### src/rtl/trn_pkg.sv
// shared types and constants for the telnet receive negotiator
package trn_pkg;
   localparam logic [7:0] T_SE   = 8'd240;
   localparam logic [7:0] T_SB   = 8'd250;
   localparam logic [7:0] T_WILL = 8'd251;
   localparam logic [7:0] T_WONT = 8'd252;
   localparam logic [7:0] T_DO   = 8'd253;
   localparam logic [7:0] T_DONT = 8'd254;
   localparam logic [7:0] T_IAC  = 8'd255;
   localparam logic [7:0] OPT_STATUS = 8'd5;
   localparam logic [7:0] OPT_TTYPE  = 8'd24;
   localparam logic [7:0] OPT_NAWS   = 8'd31;
   localparam logic [63:0] WANTED_RESET = 64'h0000_0004_8100_002A;

   localparam logic [1:0] KIND_APP  = 2'd0;
   localparam logic [1:0] KIND_PEER = 2'd1;
   localparam logic [1:0] KIND_WIN  = 2'd2;

   typedef enum logic [2:0] {
      M_DATA, M_IAC, M_SB, M_WILL, M_WONT, M_DO, M_DONT
   } mode_type;

   typedef enum logic [1:0] {
      J_APP, J_NAWS, J_NEG
   } job_kind_type;

   // job passed from front to back
   typedef struct packed {
      job_kind_type kind;
      mode_type     mode;
      logic [7:0]   data;
   } job_type;

   typedef struct packed {
      logic [1:0]  out_kind;
      logic [7:0]  out_byte;
      logic [15:0] win_width;
      logic [15:0] win_height;
      logic        last;
   } rsp_type;

   typedef enum logic [2:0] {
      B_IDLE, B_SEARCH, B_DECIDE, B_EMIT, B_NAWS
   } back_state_type;
endpackage

### src/rtl/trn_if.sv
// valid/ready channel interfaces
interface trn_req_if;
   logic       valid;
   logic       ready;
   logic [7:0] rx_byte;
   modport source (output valid, output rx_byte, input ready);
   modport sink (input valid, input rx_byte, output ready);
endinterface

interface trn_rsp_if;
   logic        valid;
   logic        ready;
   logic [1:0]  out_kind;
   logic [7:0]  out_byte;
   logic [15:0] win_width;
   logic [15:0] win_height;
   logic        last;
   modport source (output valid, output out_kind, output out_byte, output win_width,
                   output win_height, output last, input ready);
   modport sink (input valid, input out_kind, input out_byte, input win_width,
                 input win_height, input last, output ready);
endinterface

### src/rtl/trn_ram.sv
// generic simple dual port ram (one write port, one read port) with registered read
module trn_ram #(
   parameter int WIDTH = 8,
   parameter int DEPTH = 64
) (
   input  logic                     clock,
   input  logic                     wr_en,
   input  logic [$clog2(DEPTH)-1:0] wr_addr,
   input  logic [WIDTH-1:0]         wr_data,
   input  logic [$clog2(DEPTH)-1:0] rd_addr,
   output logic [WIDTH-1:0]         rd_data
);
   logic [WIDTH-1:0] mem_ff [DEPTH];
   always_ff @(posedge clock) begin
      if (wr_en) begin
         mem_ff[wr_addr] <= wr_data;
      end
      rd_data <= mem_ff[rd_addr];
   end
endmodule

### src/rtl/trn_front.sv
// front end: mode tracking, subnegotiation capture, job issue
module trn_front #(
   parameter int SUB_BUFFER_BYTES = 64
) (
   input  logic              clock,
   input  logic              reset,
   input  logic              in_valid,
   output logic              in_ready,
   input  logic [7:0]        in_byte,
   output logic              job_valid,
   input  logic              job_ready,
   output trn_pkg::job_type  job,
   input  logic              naws_done,
   output logic              sub_wr,
   output logic [$clog2(SUB_BUFFER_BYTES)-1:0] sub_addr,
   output logic [7:0]        sub_data
);
   import trn_pkg::*;
   localparam int CW = $clog2(SUB_BUFFER_BYTES + 1);

   mode_type mode_ff, mode_in;
   logic [7:0] code_ff, code_in;
   logic started_ff, started_in;
   logic [CW-1:0] count_ff, count_in;
   logic pend_ff, pend_in;

   logic fire;
   // hold input while a window size job still has to read the capture
   assign in_ready = job_ready && !pend_ff;
   assign fire = in_valid && in_ready;
   assign sub_addr = count_ff[$clog2(SUB_BUFFER_BYTES)-1:0];
   assign sub_data = in_byte;

   always_comb begin
      mode_in = mode_ff;
      code_in = code_ff;
      started_in = started_ff;
      count_in = count_ff;
      pend_in = pend_ff;
      job_valid = 1'b0;
      job = '{kind: J_APP, mode: mode_ff, data: in_byte};
      sub_wr = 1'b0;
      if (naws_done) begin
         pend_in = 1'b0;
      end
      if (fire) begin
         unique case (mode_ff)
            M_DATA: begin
               if (in_byte == T_IAC) begin
                  mode_in = M_IAC;
               end else begin
                  job_valid = 1'b1;
               end
            end
            M_IAC: begin
               mode_in = M_DATA;
               priority if (in_byte == T_SB) begin
                  mode_in = M_SB;
               end else if (in_byte == T_WILL) begin
                  mode_in = M_WILL;
               end else if (in_byte == T_WONT) begin
                  mode_in = M_WONT;
               end else if (in_byte == T_DO) begin
                  mode_in = M_DO;
               end else if (in_byte == T_DONT) begin
                  mode_in = M_DONT;
               end else if (in_byte == T_IAC) begin
                  job_valid = 1'b1;
               end else if (in_byte == T_SE) begin
                  if (started_ff && code_ff == OPT_NAWS) begin
                     job_valid = 1'b1;
                     job.kind = J_NAWS;
                     pend_in = 1'b1;
                  end
                  started_in = 1'b0;
                  count_in = '0;
                  code_in = '0;
               end else begin
               end
            end
            M_SB: begin
               priority if (in_byte == T_IAC) begin
                  mode_in = M_IAC;
               end else if (!started_ff) begin
                  code_in = in_byte;
                  started_in = 1'b1;
                  count_in = '0;
               end else if (count_ff < CW'(SUB_BUFFER_BYTES)) begin
                  sub_wr = 1'b1;
                  count_in = count_ff + 1'b1;
               end else begin
               end
            end
            M_WILL, M_WONT, M_DO, M_DONT: begin
               job_valid = 1'b1;
               job.kind = J_NEG;
               mode_in = M_DATA;
            end
            default: mode_in = M_DATA;
         endcase
      end
   end

   always_ff @(posedge clock) begin
      if (reset) begin
         mode_ff <= M_DATA;
         code_ff <= '0;
         started_ff <= 1'b0;
         count_ff <= '0;
         pend_ff <= 1'b0;
      end else begin
         mode_ff <= mode_in;
         code_ff <= code_in;
         started_ff <= started_in;
         count_ff <= count_in;
         pend_ff <= pend_in;
      end
   end
endmodule

### src/rtl/trn_queue.sv
// two entry job queue between front and back
module trn_queue (
   input  logic             clock,
   input  logic             reset,
   input  logic             wr_valid,
   output logic             wr_ready,
   input  trn_pkg::job_type wr_job,
   output logic             rd_valid,
   input  logic             rd_ready,
   output trn_pkg::job_type rd_job
);
   import trn_pkg::*;
   job_type slot_ff [2];
   logic wp_ff, rp_ff;
   logic [1:0] cnt_ff;
   logic push, pop;

   assign wr_ready = cnt_ff != 2'd2;
   assign rd_valid = cnt_ff != 2'd0;
   assign rd_job = slot_ff[rp_ff];
   assign push = wr_valid && wr_ready;
   assign pop = rd_valid && rd_ready;

   always_ff @(posedge clock) begin
      if (push) begin
         slot_ff[wp_ff] <= wr_job;
      end
   end

   always_ff @(posedge clock) begin
      if (reset) begin
         wp_ff <= 1'b0;
         rp_ff <= 1'b0;
         cnt_ff <= '0;
      end else begin
         if (push) begin
            wp_ff <= ~wp_ff;
         end
         if (pop) begin
            rp_ff <= ~rp_ff;
         end
         cnt_ff <= cnt_ff + {1'b0, push} - {1'b0, pop};
      end
   end
endmodule

### src/rtl/trn_back.sv
// back end: option table search, reply sequencing, window size decode
module trn_back #(
   parameter int TABLE_ENTRIES = 16,
   parameter int SUB_BUFFER_BYTES = 64
) (
   input  logic             clock,
   input  logic             reset,
   input  logic [63:0]      wanted,
   input  logic             job_valid,
   output logic             job_ready,
   input  trn_pkg::job_type job,
   output logic             naws_done,
   output logic [$clog2(SUB_BUFFER_BYTES)-1:0] rd_addr,
   input  logic [7:0]       rd_data,
   output logic             out_valid,
   input  logic             out_ready,
   output trn_pkg::rsp_type out_data
);
   import trn_pkg::*;
   localparam int IW = (TABLE_ENTRIES > 1) ? $clog2(TABLE_ENTRIES) : 1;
   localparam int SW = $clog2(SUB_BUFFER_BYTES);

   back_state_type state_ff, state_in;
   job_type job_ff, job_in;
   logic [TABLE_ENTRIES-1:0] ent_valid_ff, ent_valid_in;
   logic [TABLE_ENTRIES-1:0] ent_en_ff, ent_en_in;
   logic [7:0] ent_code_ff [TABLE_ENTRIES];
   logic [IW-1:0] hit_idx_ff, hit_idx_in;
   logic hit_ff, hit_in;
   logic [3:0] seq_ff, seq_in;
   logic req_ff, req_in;
   logic rep_ff, rep_in;
   logic [7:0] reply_ff, reply_in;
   logic [2:0] nidx_ff, nidx_in;
   logic [7:0] nb_ff [4];
   logic code_wr;
   logic [IW-1:0] code_idx;
   rsp_type obuf_ff, obuf_in;
   logic ovalid_ff, ovalid_in;
   logic obuf_free;

   logic found, free_found;
   logic [IW-1:0] found_idx, free_idx;
   logic desired;

   assign out_valid = ovalid_ff;
   assign out_data = obuf_ff;
   assign obuf_free = !ovalid_ff || out_ready;
   assign rd_addr = SW'(nidx_ff[1:0]);

   always_comb begin
      found = 1'b0;
      found_idx = '0;
      free_found = 1'b0;
      free_idx = '0;
      for (int i = TABLE_ENTRIES - 1; i >= 0; i--) begin
         if (ent_valid_ff[i] && ent_code_ff[i] == job_ff.data) begin
            found = 1'b1;
            found_idx = IW'(i);
         end
         if (!ent_valid_ff[i]) begin
            free_found = 1'b1;
            free_idx = IW'(i);
         end
      end
   end

   assign desired = !job_ff.data[7] && !job_ff.data[6] && wanted[job_ff.data[5:0]];

   always_comb begin
      logic [7:0] b;
      logic fin;
      logic [7:0] affirm, negate;
      b = '0;
      fin = 1'b0;
      state_in = state_ff;
      job_in = job_ff;
      ent_valid_in = ent_valid_ff;
      ent_en_in = ent_en_ff;
      hit_idx_in = hit_idx_ff;
      hit_in = hit_ff;
      seq_in = seq_ff;
      req_in = req_ff;
      rep_in = rep_ff;
      reply_in = reply_ff;
      nidx_in = nidx_ff;
      code_wr = 1'b0;
      code_idx = free_idx;
      obuf_in = obuf_ff;
      ovalid_in = ovalid_ff && !out_ready;
      job_ready = 1'b0;
      naws_done = 1'b0;
      affirm = (job_ff.mode == M_WILL || job_ff.mode == M_WONT) ? T_DO : T_WILL;
      negate = (job_ff.mode == M_WILL || job_ff.mode == M_WONT) ? T_DONT : T_WONT;
      unique case (state_ff)
         B_IDLE: begin
            if (job_valid) begin
               unique case (job.kind)
                  J_APP: begin
                     if (obuf_free) begin
                        job_ready = 1'b1;
                        ovalid_in = 1'b1;
                        obuf_in = '{out_kind: KIND_APP, out_byte: job.data,
                                    win_width: '0, win_height: '0, last: 1'b1};
                     end
                  end
                  J_NAWS: begin
                     job_ready = 1'b1;
                     job_in = job;
                     nidx_in = '0;
                     state_in = B_NAWS;
                  end
                  default: begin
                     job_ready = 1'b1;
                     job_in = job;
                     state_in = B_SEARCH;
                  end
               endcase
            end
         end
         B_SEARCH: begin
            hit_in = found || free_found;
            hit_idx_in = found ? found_idx : free_idx;
            if (!found && free_found) begin
               ent_valid_in[free_idx] = 1'b1;
               ent_en_in[free_idx] = 1'b0;
               code_wr = 1'b1;
            end
            state_in = B_DECIDE;
         end
         B_DECIDE: begin
            req_in = job_ff.mode == M_WILL &&
                     (job_ff.data == OPT_STATUS || job_ff.data == OPT_TTYPE);
            rep_in = 1'b0;
            reply_in = negate;
            if (job_ff.mode == M_WILL || job_ff.mode == M_DO) begin
               if (!ent_en_ff[hit_idx_ff]) begin
                  rep_in = 1'b1;
                  if (desired) begin
                     reply_in = affirm;
                     ent_en_in[hit_idx_ff] = 1'b1;
                  end
               end
            end else if (ent_en_ff[hit_idx_ff]) begin
               rep_in = 1'b1;
               ent_en_in[hit_idx_ff] = 1'b0;
            end
            if (!hit_ff) begin
               req_in = 1'b0;
               rep_in = 1'b0;
               ent_en_in = ent_en_ff;
            end
            seq_in = req_in ? 4'd0 : 4'd6;
            state_in = (req_in || rep_in) ? B_EMIT : B_IDLE;
         end
         B_EMIT: begin
            if (obuf_free) begin
               unique case (seq_ff)
                  4'd0, 4'd4, 4'd6: b = T_IAC;
                  4'd1: b = T_SB;
                  4'd2, 4'd8: b = job_ff.data;
                  4'd3: b = 8'd1;
                  4'd5: b = T_SE;
                  4'd7: b = reply_ff;
                  default: b = '0;
               endcase
               fin = (seq_ff == 4'd8) || (seq_ff == 4'd5 && !rep_ff);
               ovalid_in = 1'b1;
               obuf_in = '{out_kind: KIND_PEER, out_byte: b,
                           win_width: '0, win_height: '0, last: fin};
               seq_in = seq_ff + 4'd1;
               if (fin) begin
                  state_in = B_IDLE;
               end
            end
         end
         B_NAWS: begin
            if (nidx_ff != 3'd5) begin
               nidx_in = nidx_ff + 3'd1;
            end else if (obuf_free) begin
               ovalid_in = 1'b1;
               obuf_in = '{out_kind: KIND_WIN, out_byte: '0,
                           win_width: {nb_ff[0], nb_ff[1]},
                           win_height: {nb_ff[2], nb_ff[3]}, last: 1'b1};
               naws_done = 1'b1;
               state_in = B_IDLE;
            end
         end
         default: state_in = B_IDLE;
      endcase
   end

   always_ff @(posedge clock) begin
      if (code_wr) begin
         ent_code_ff[code_idx] <= job_ff.data;
      end
      if (state_ff == B_NAWS && nidx_ff != 3'd0 && nidx_ff != 3'd5) begin
         nb_ff[nidx_ff[1:0] - 2'd1] <= rd_data;
      end
      job_ff <= job_in;
      hit_idx_ff <= hit_idx_in;
      hit_ff <= hit_in;
      seq_ff <= seq_in;
      req_ff <= req_in;
      rep_ff <= rep_in;
      reply_ff <= reply_in;
      obuf_ff <= obuf_in;
   end

   always_ff @(posedge clock) begin
      if (reset) begin
         state_ff <= B_IDLE;
         ent_valid_ff <= '0;
         ent_en_ff <= '0;
         ovalid_ff <= 1'b0;
         nidx_ff <= '0;
      end else begin
         state_ff <= state_in;
         ent_valid_ff <= ent_valid_in;
         ent_en_ff <= ent_en_in;
         ovalid_ff <= ovalid_in;
         nidx_ff <= nidx_in;
      end
   end
endmodule

### src/rtl/telnet_receive_negotiator_core.sv
// top level of the telnet receive negotiator
// plain data: via job queue and output buffer, one per cycle while back idle and rsp ready
// negotiation: via search, decide, emit states; up to 9 bytes, one per cycle if rsp ready
// window size update: sent after the iac se transfer, set by four ram reads
// input holds while a window size update is pending or the job queue is full
// reset is synchronous active high; clears modes, queue, option table valid bits
module telnet_receive_negotiator_core #(
   parameter int TABLE_ENTRIES = 16,
   parameter int SUB_BUFFER_BYTES = 64
) (
   input  logic        clock,
   input  logic        reset,
   trn_req_if.sink     req,
   trn_rsp_if.source   rsp,
   input  logic        csr_wr_en,
   input  logic [63:0] csr_wr_data
);
   import trn_pkg::*;
   localparam int SW = $clog2(SUB_BUFFER_BYTES);

   logic [63:0] wanted_ff;
   logic fj_valid, fj_ready, bj_valid, bj_ready;
   job_type fj, bj;
   logic naws_done;
   logic sub_wr;
   logic [SW-1:0] sub_addr, rd_addr;
   logic [7:0] sub_data, rd_data;
   rsp_type rsp_data;

   always_ff @(posedge clock) begin
      if (reset) begin
         wanted_ff <= WANTED_RESET;
      end else if (csr_wr_en) begin
         wanted_ff <= csr_wr_data;
      end
   end

   trn_front #(.SUB_BUFFER_BYTES(SUB_BUFFER_BYTES)) u_front (
      .clock(clock), .reset(reset),
      .in_valid(req.valid), .in_ready(req.ready), .in_byte(req.rx_byte),
      .job_valid(fj_valid), .job_ready(fj_ready), .job(fj),
      .naws_done(naws_done),
      .sub_wr(sub_wr), .sub_addr(sub_addr), .sub_data(sub_data)
   );

   trn_ram #(.WIDTH(8), .DEPTH(SUB_BUFFER_BYTES)) u_ram (
      .clock(clock), .wr_en(sub_wr), .wr_addr(sub_addr), .wr_data(sub_data),
      .rd_addr(rd_addr), .rd_data(rd_data)
   );

   trn_queue u_queue (
      .clock(clock), .reset(reset),
      .wr_valid(fj_valid), .wr_ready(fj_ready), .wr_job(fj),
      .rd_valid(bj_valid), .rd_ready(bj_ready), .rd_job(bj)
   );

   trn_back #(.TABLE_ENTRIES(TABLE_ENTRIES), .SUB_BUFFER_BYTES(SUB_BUFFER_BYTES)) u_back (
      .clock(clock), .reset(reset), .wanted(wanted_ff),
      .job_valid(bj_valid), .job_ready(bj_ready), .job(bj),
      .naws_done(naws_done),
      .rd_addr(rd_addr), .rd_data(rd_data),
      .out_valid(rsp.valid), .out_ready(rsp.ready), .out_data(rsp_data)
   );

   assign rsp.out_kind = rsp_data.out_kind;
   assign rsp.out_byte = rsp_data.out_byte;
   assign rsp.win_width = rsp_data.win_width;
   assign rsp.win_height = rsp_data.win_height;
   assign rsp.last = rsp_data.last;
endmodule
### src/flat_wrapper.sv
// flat-port wrapper written by rule: the top's interface ports become plain ports
module telnet_receive_negotiator_core_flat import trn_pkg::*;
#(
   parameter int TABLE_ENTRIES = 16,
   parameter int SUB_BUFFER_BYTES = 64
)
  (clock, reset, csr_wr_en, csr_wr_data, req_valid, req_rx_byte, req_ready, rsp_valid, rsp_out_kind, rsp_out_byte, rsp_win_width, rsp_win_height, rsp_last, rsp_ready);
  trn_req_if req_i ();
  trn_rsp_if rsp_i ();
  input  logic clock;
  input  logic reset;
  input  logic csr_wr_en;
  input  logic [63:0] csr_wr_data;
  input wire logic [$bits(req_i.valid)-1:0] req_valid;
  input wire logic [$bits(req_i.rx_byte)-1:0] req_rx_byte;
  output wire logic [$bits(req_i.ready)-1:0] req_ready;
  output wire logic [$bits(rsp_i.valid)-1:0] rsp_valid;
  output wire logic [$bits(rsp_i.out_kind)-1:0] rsp_out_kind;
  output wire logic [$bits(rsp_i.out_byte)-1:0] rsp_out_byte;
  output wire logic [$bits(rsp_i.win_width)-1:0] rsp_win_width;
  output wire logic [$bits(rsp_i.win_height)-1:0] rsp_win_height;
  output wire logic [$bits(rsp_i.last)-1:0] rsp_last;
  input wire logic [$bits(rsp_i.ready)-1:0] rsp_ready;
  assign req_i.valid = req_valid;
  assign req_i.rx_byte = req_rx_byte;
  assign req_ready = req_i.ready;
  assign rsp_valid = rsp_i.valid;
  assign rsp_out_kind = rsp_i.out_kind;
  assign rsp_out_byte = rsp_i.out_byte;
  assign rsp_win_width = rsp_i.win_width;
  assign rsp_win_height = rsp_i.win_height;
  assign rsp_last = rsp_i.last;
  assign rsp_i.ready = rsp_ready;
  telnet_receive_negotiator_core #(.TABLE_ENTRIES(TABLE_ENTRIES), .SUB_BUFFER_BYTES(SUB_BUFFER_BYTES)) u_core (.clock(clock), .reset(reset), .req(req_i), .rsp(rsp_i), .csr_wr_en(csr_wr_en), .csr_wr_data(csr_wr_data));
endmodule
### config.mk
export PLATFORM = sky130hd
export DESIGN_NAME = telnet_receive_negotiator_core_flat
export DESIGN_NICKNAME = d
export VERILOG_FILES = /design/src/rtl/trn_pkg.sv /design/src/rtl/trn_if.sv /design/src/rtl/trn_ram.sv /design/src/rtl/trn_front.sv /design/src/rtl/trn_queue.sv /design/src/rtl/trn_back.sv /design/src/rtl/telnet_receive_negotiator_core.sv /design/src/flat_wrapper.sv
export SDC_FILE = /design/constraint.sdc
export NUM_CORES = 1
export LEC_CHECK = 0
export BUFFER_PORTS_ARGS = -buffer_cell sky130_fd_sc_hd__buf_2
export CAP_MARGIN = 30
export CORE_AREA = 4 4 214 216
export DETAILED_ROUTE_END_ITERATION = 16
export DIE_AREA = 0 0 218 220
export GPL_ROUTABILITY_DRIVEN = 0
export GPL_TIMING_DRIVEN = 0
export HOLD_SLACK_MARGIN = 0.06
export SYNTH_ARGS = -nofsm -noshare
export SYNTH_HDL_FRONTEND = slang
export SYNTH_SLANG_ARGS = --single-unit
### constraint.sdc
create_clock -name clock -period 4.9 [get_ports clock]
set_input_delay 1.47 -clock clock [delete_from_list [all_inputs] [get_ports clock]]
set_output_delay 1.47 -clock clock [all_outputs]
set_load 0.05 [all_outputs]
==> results.toml <==
[clocking]
cts_tree = "yes"
cts.sinks = 421
ctsResizeCount = 0
ctsHoldBuffers = 0
clock_latency_ns = 0.57
cts_buffers = 44
cts_setup_buffers = 0
htreeDepth = 2
cts_root_buffer = "clkbuf_16"
clk_pin_slew_ns = 0.06
clockBufferDepth = 3

[outcome]
outcome = "finished clean"

[worst_setup_path]
end_kind = "flip-flop"
cpLargestDelayFamily = "simple AND/OR/NAND/NOR gates"
worstPathMaxFanout = 17
crit_slowest_cell = "edfxtp_1"
crit_type = "flip-flop to flip-flop"
crit_buf_inv = 2
cpPeakStageDelay_ns = 0.98
regToRegEndpoint = "u_core.u_back.ent_code_ff[1][4]"
crit-reg2reg-launch = "u_core.u_back.job_ff[5]"
crit_chain = "buf_4 -> buf_4 -> xnor2_1 -> nand4_1 -> nor3_1 -> nor4_4 -> nand4_2 -> nor2_1 -> nand4_1 -> nor2_1"
arrival_ns = 4.64
cp.depth = 10
reg2reg_setup_slack_ns = 0.46
critical_path.endpoint = "u_core.u_back.ent_code_ff[1][4]"
required_ns = 5.10
worstRegToRegCells = 10
worstSetupStartpointType = "flip-flop"
cp-startpoint = "u_core.u_back.job_ff[5]"

[drt]
route.detailed.drc = 0
drtAntennaViolNets = 0
vias = 12010
viasPerCell = 5.367
routed_wl_um = 45250
drtIter0Drc = 1001
dr.pass1.iters = 5
avgRoutedWirePerCell_um = 20.22

[timing]
worst_slew_pin_slew_ns = 1.010
period_needed_ns = 4.440
hold_viol = 0
setup_viol = 0
fin_ws_ns = 0.4600
finalMaxSlewViolations = 0
hold_ws_ns = 0.4562
timing.final.crit_share = 0.9061
rsz0062_at_grt = "false"
slew_headroom = 0.3269
fin_setup_tns_ns = 0
skew_ns = 0.01856
fmax_mhz = 225.2

[hold_path]
hold_path.class = "flip-flop to flip-flop"
worstHoldPathCells = 2

[synth]
synthArstFlopShare = 0
syn_inst = 1436
yosysSeqAreaShare = 0.6173
synth-edff-count = 285
synth_seq_cells = 421
syn_area_per_cell_um2 = 12.73
syn_area_mm2 = 0.01827
synth_ff_type = "edfxtp_1"
yosysWarnings = 0
synth_nets = 1528
ys_types = 73

[cells_and_area]
final_common_cell = "edfxtp_1"
area_delta_synth_final_pct = 15.60
final_cell_mix = "285 x edfxtp_1, 155 x nor2_1, 136 x dfxtp_1, 126 x buf_2, 109 x xnor2_1"
stdcell_area_mm2 = 0.02112
fin_cells = 2238
drive_gt1_frac = 0.1685
multi_input_area_mm2 = 0.006469
finalNetCount = 1700
fill_cells = 4031
final_util = 0.4808
regArea_mm2 = 0.01128

[die]
dieHeight_um = 220
die_x_um = 218
io_pins = 122
core_mm2 = 0.04393
row_count = 77
die-area_mm2 = 0.04796
initial_core_util = 0.4160

[global_routing]
grt_max_degree = 36
grt_pass1_wl_um = 69920
grt_usage = 0.1883
grt_pass1_vias = 11940
grt_antenna_before_repair = 5
gr-total-overflow = 0

[placement]
portBuffers = 120
pre_cts_ws_ns = 0.2828
dp.cells = 2154
place_hpwl_um = 31200
placed_area_mm2 = 0.01969

[power_and_ir_drop]
switching_share = 0.3132
seqPwrFrac = 0.444
finalPower_mw = 10.27
pwr-share-clk = 0.319
vdd_ir_drop_max_v = 0.0002826
power.leakage_nw = 7.478
p_comb_frac = 0.236
pwr_density_cell_mw_per_mm2 = 486.0
internal_power_mw = 7.051
switchingPower_mw = 3.215

[job]
cap_violations = 0
cell families after synthesis:
kind of cell / after synthesis / synth area share
AOI/OAI and AO/OA: 184 / 0.07148
xor gates and xnor gates: 142 / 0.06806
adders and majority gates: 15 / 0.01027
buffers and inverters: 102 / 0.02910
DFF: 421 / 0.6173
muxes: 116 / 0.08148
and+or+nand+nor: 456 / 0.1223
final cells by class:
| type | instances | share of cell area |
|---|---|---|
| tap | 592 | 0.03506 |
| multi-input combinational | 913 | 0.3062 |
| antenna | 2 | 0.0002369 |
| buffer | 71 | 0.01966 |
| inverter | 31 | 0.005509 |
| sequential | 421 | 0.5340 |
| clock buffer | 68 | 0.06278 |
| clock inverter | 14 | 0.004975 |
| timing repair buffer | 126 | 0.03151 |
Yosys cell counts (all sizes together) (14+ instances only):
cell	instances	area (um^2)
edfxtp	285	8558
nor2	156	585.6
dfxtp	136	2723
xnor2	109	954.7
nand2	86	322.8
mux2i	79	790.8
a21oi	51	259.0
nand3	46	230.2
clkbuf	39	146.4
and3	37	231.5
xor2	33	289.0
buf	32	269.0
inv	30	112.6
nand4	28	181.4
nor3	27	135.1
o21ai	27	135.1
mux4	25	563.0
nor2b	18	112.6
ha	15	187.7
a31oi	14	102.6
o2bb2ai	14	141.4
power groups by stage:
stage | combinational, mW | clock, mW | sequential [mW]
final | 2.42 | 3.28 | 4.56
after floorplan | 1.53 | 0 | 4.72
after CTS | 2.44 | 3.35 | 4.57
after global routing | 2.63 | 3.51 | 4.59
after global placement | 2.38 | 0 | 4.64
after detailed placement | 2.43 | 0 | 4.64
registers in the layout, summed over array words and instances (netlist names), 2 cells and up, named ones only:
register / count
u_core.u_back.ent_code_ff: 128
u_core.u_back.ent_valid_ff: 16
u_core.u_back.hit_idx_ff: 4
u_core.u_back.job_ff: 11
u_core.u_back.nb_ff: 32
u_core.u_back.nidx_ff: 3
u_core.u_back.out_data: 43
u_core.u_back.reply_ff: 3
u_core.u_back.seq_ff: 4
u_core.u_back.state_ff: 3
u_core.u_front.code_ff: 8
u_core.u_front.count_ff: 7
u_core.u_front.mode_ff: 3
u_core.u_queue.cnt_ff: 2
u_core.u_queue.slot_ff: 26
u_core.u_ram.mem_ff: 32
u_core.u_ram.rd_data: 8
u_core.wanted_ff: 64
how the worst min path moves through the flow:
stage,start,end,slack [ns]
2_1_floorplan,u_core.u_front.mode_ff[2],u_core.u_queue.slot_ff[0][10],0.42
3_3_place_gp,u_core.u_front.code_ff[1],u_core.u_front.code_ff[1],0.44
3_5_place_dp,u_core.u_front.code_ff[7],u_core.u_front.code_ff[7],0.45
4_1_cts,u_core.u_front.code_ff[3],u_core.u_front.code_ff[3],0.46
5_1_grt,u_core.u_front.code_ff[6],u_core.u_front.code_ff[6],0.47
6_report,u_core.u_front.code_ff[6],u_core.u_front.code_ff[6],0.46
worst reg2reg max path, cell delays in order (launching register included):
cell and delay, ns:
edfxtp_1 0.98, buf_4 0.34, buf_4 0.29, xnor2_1 0.11, nand4_1 0.09, nor3_1 0.13
nor4_4 0.35, nand4_2 0.25, nor2_1 0.36, nand4_1 0.47, nor2_1 0.71
layer usage:
metal  GRT usage  part of all wire  vias up
met4     0.05730             0.024        2
li1            -                 -     5626
met3     0.03034             0.051       69
met2      0.3142              0.49      348
met5           0           0.00027        -
met1      0.2545              0.43     5967
(Power assumes the default switching activity.)
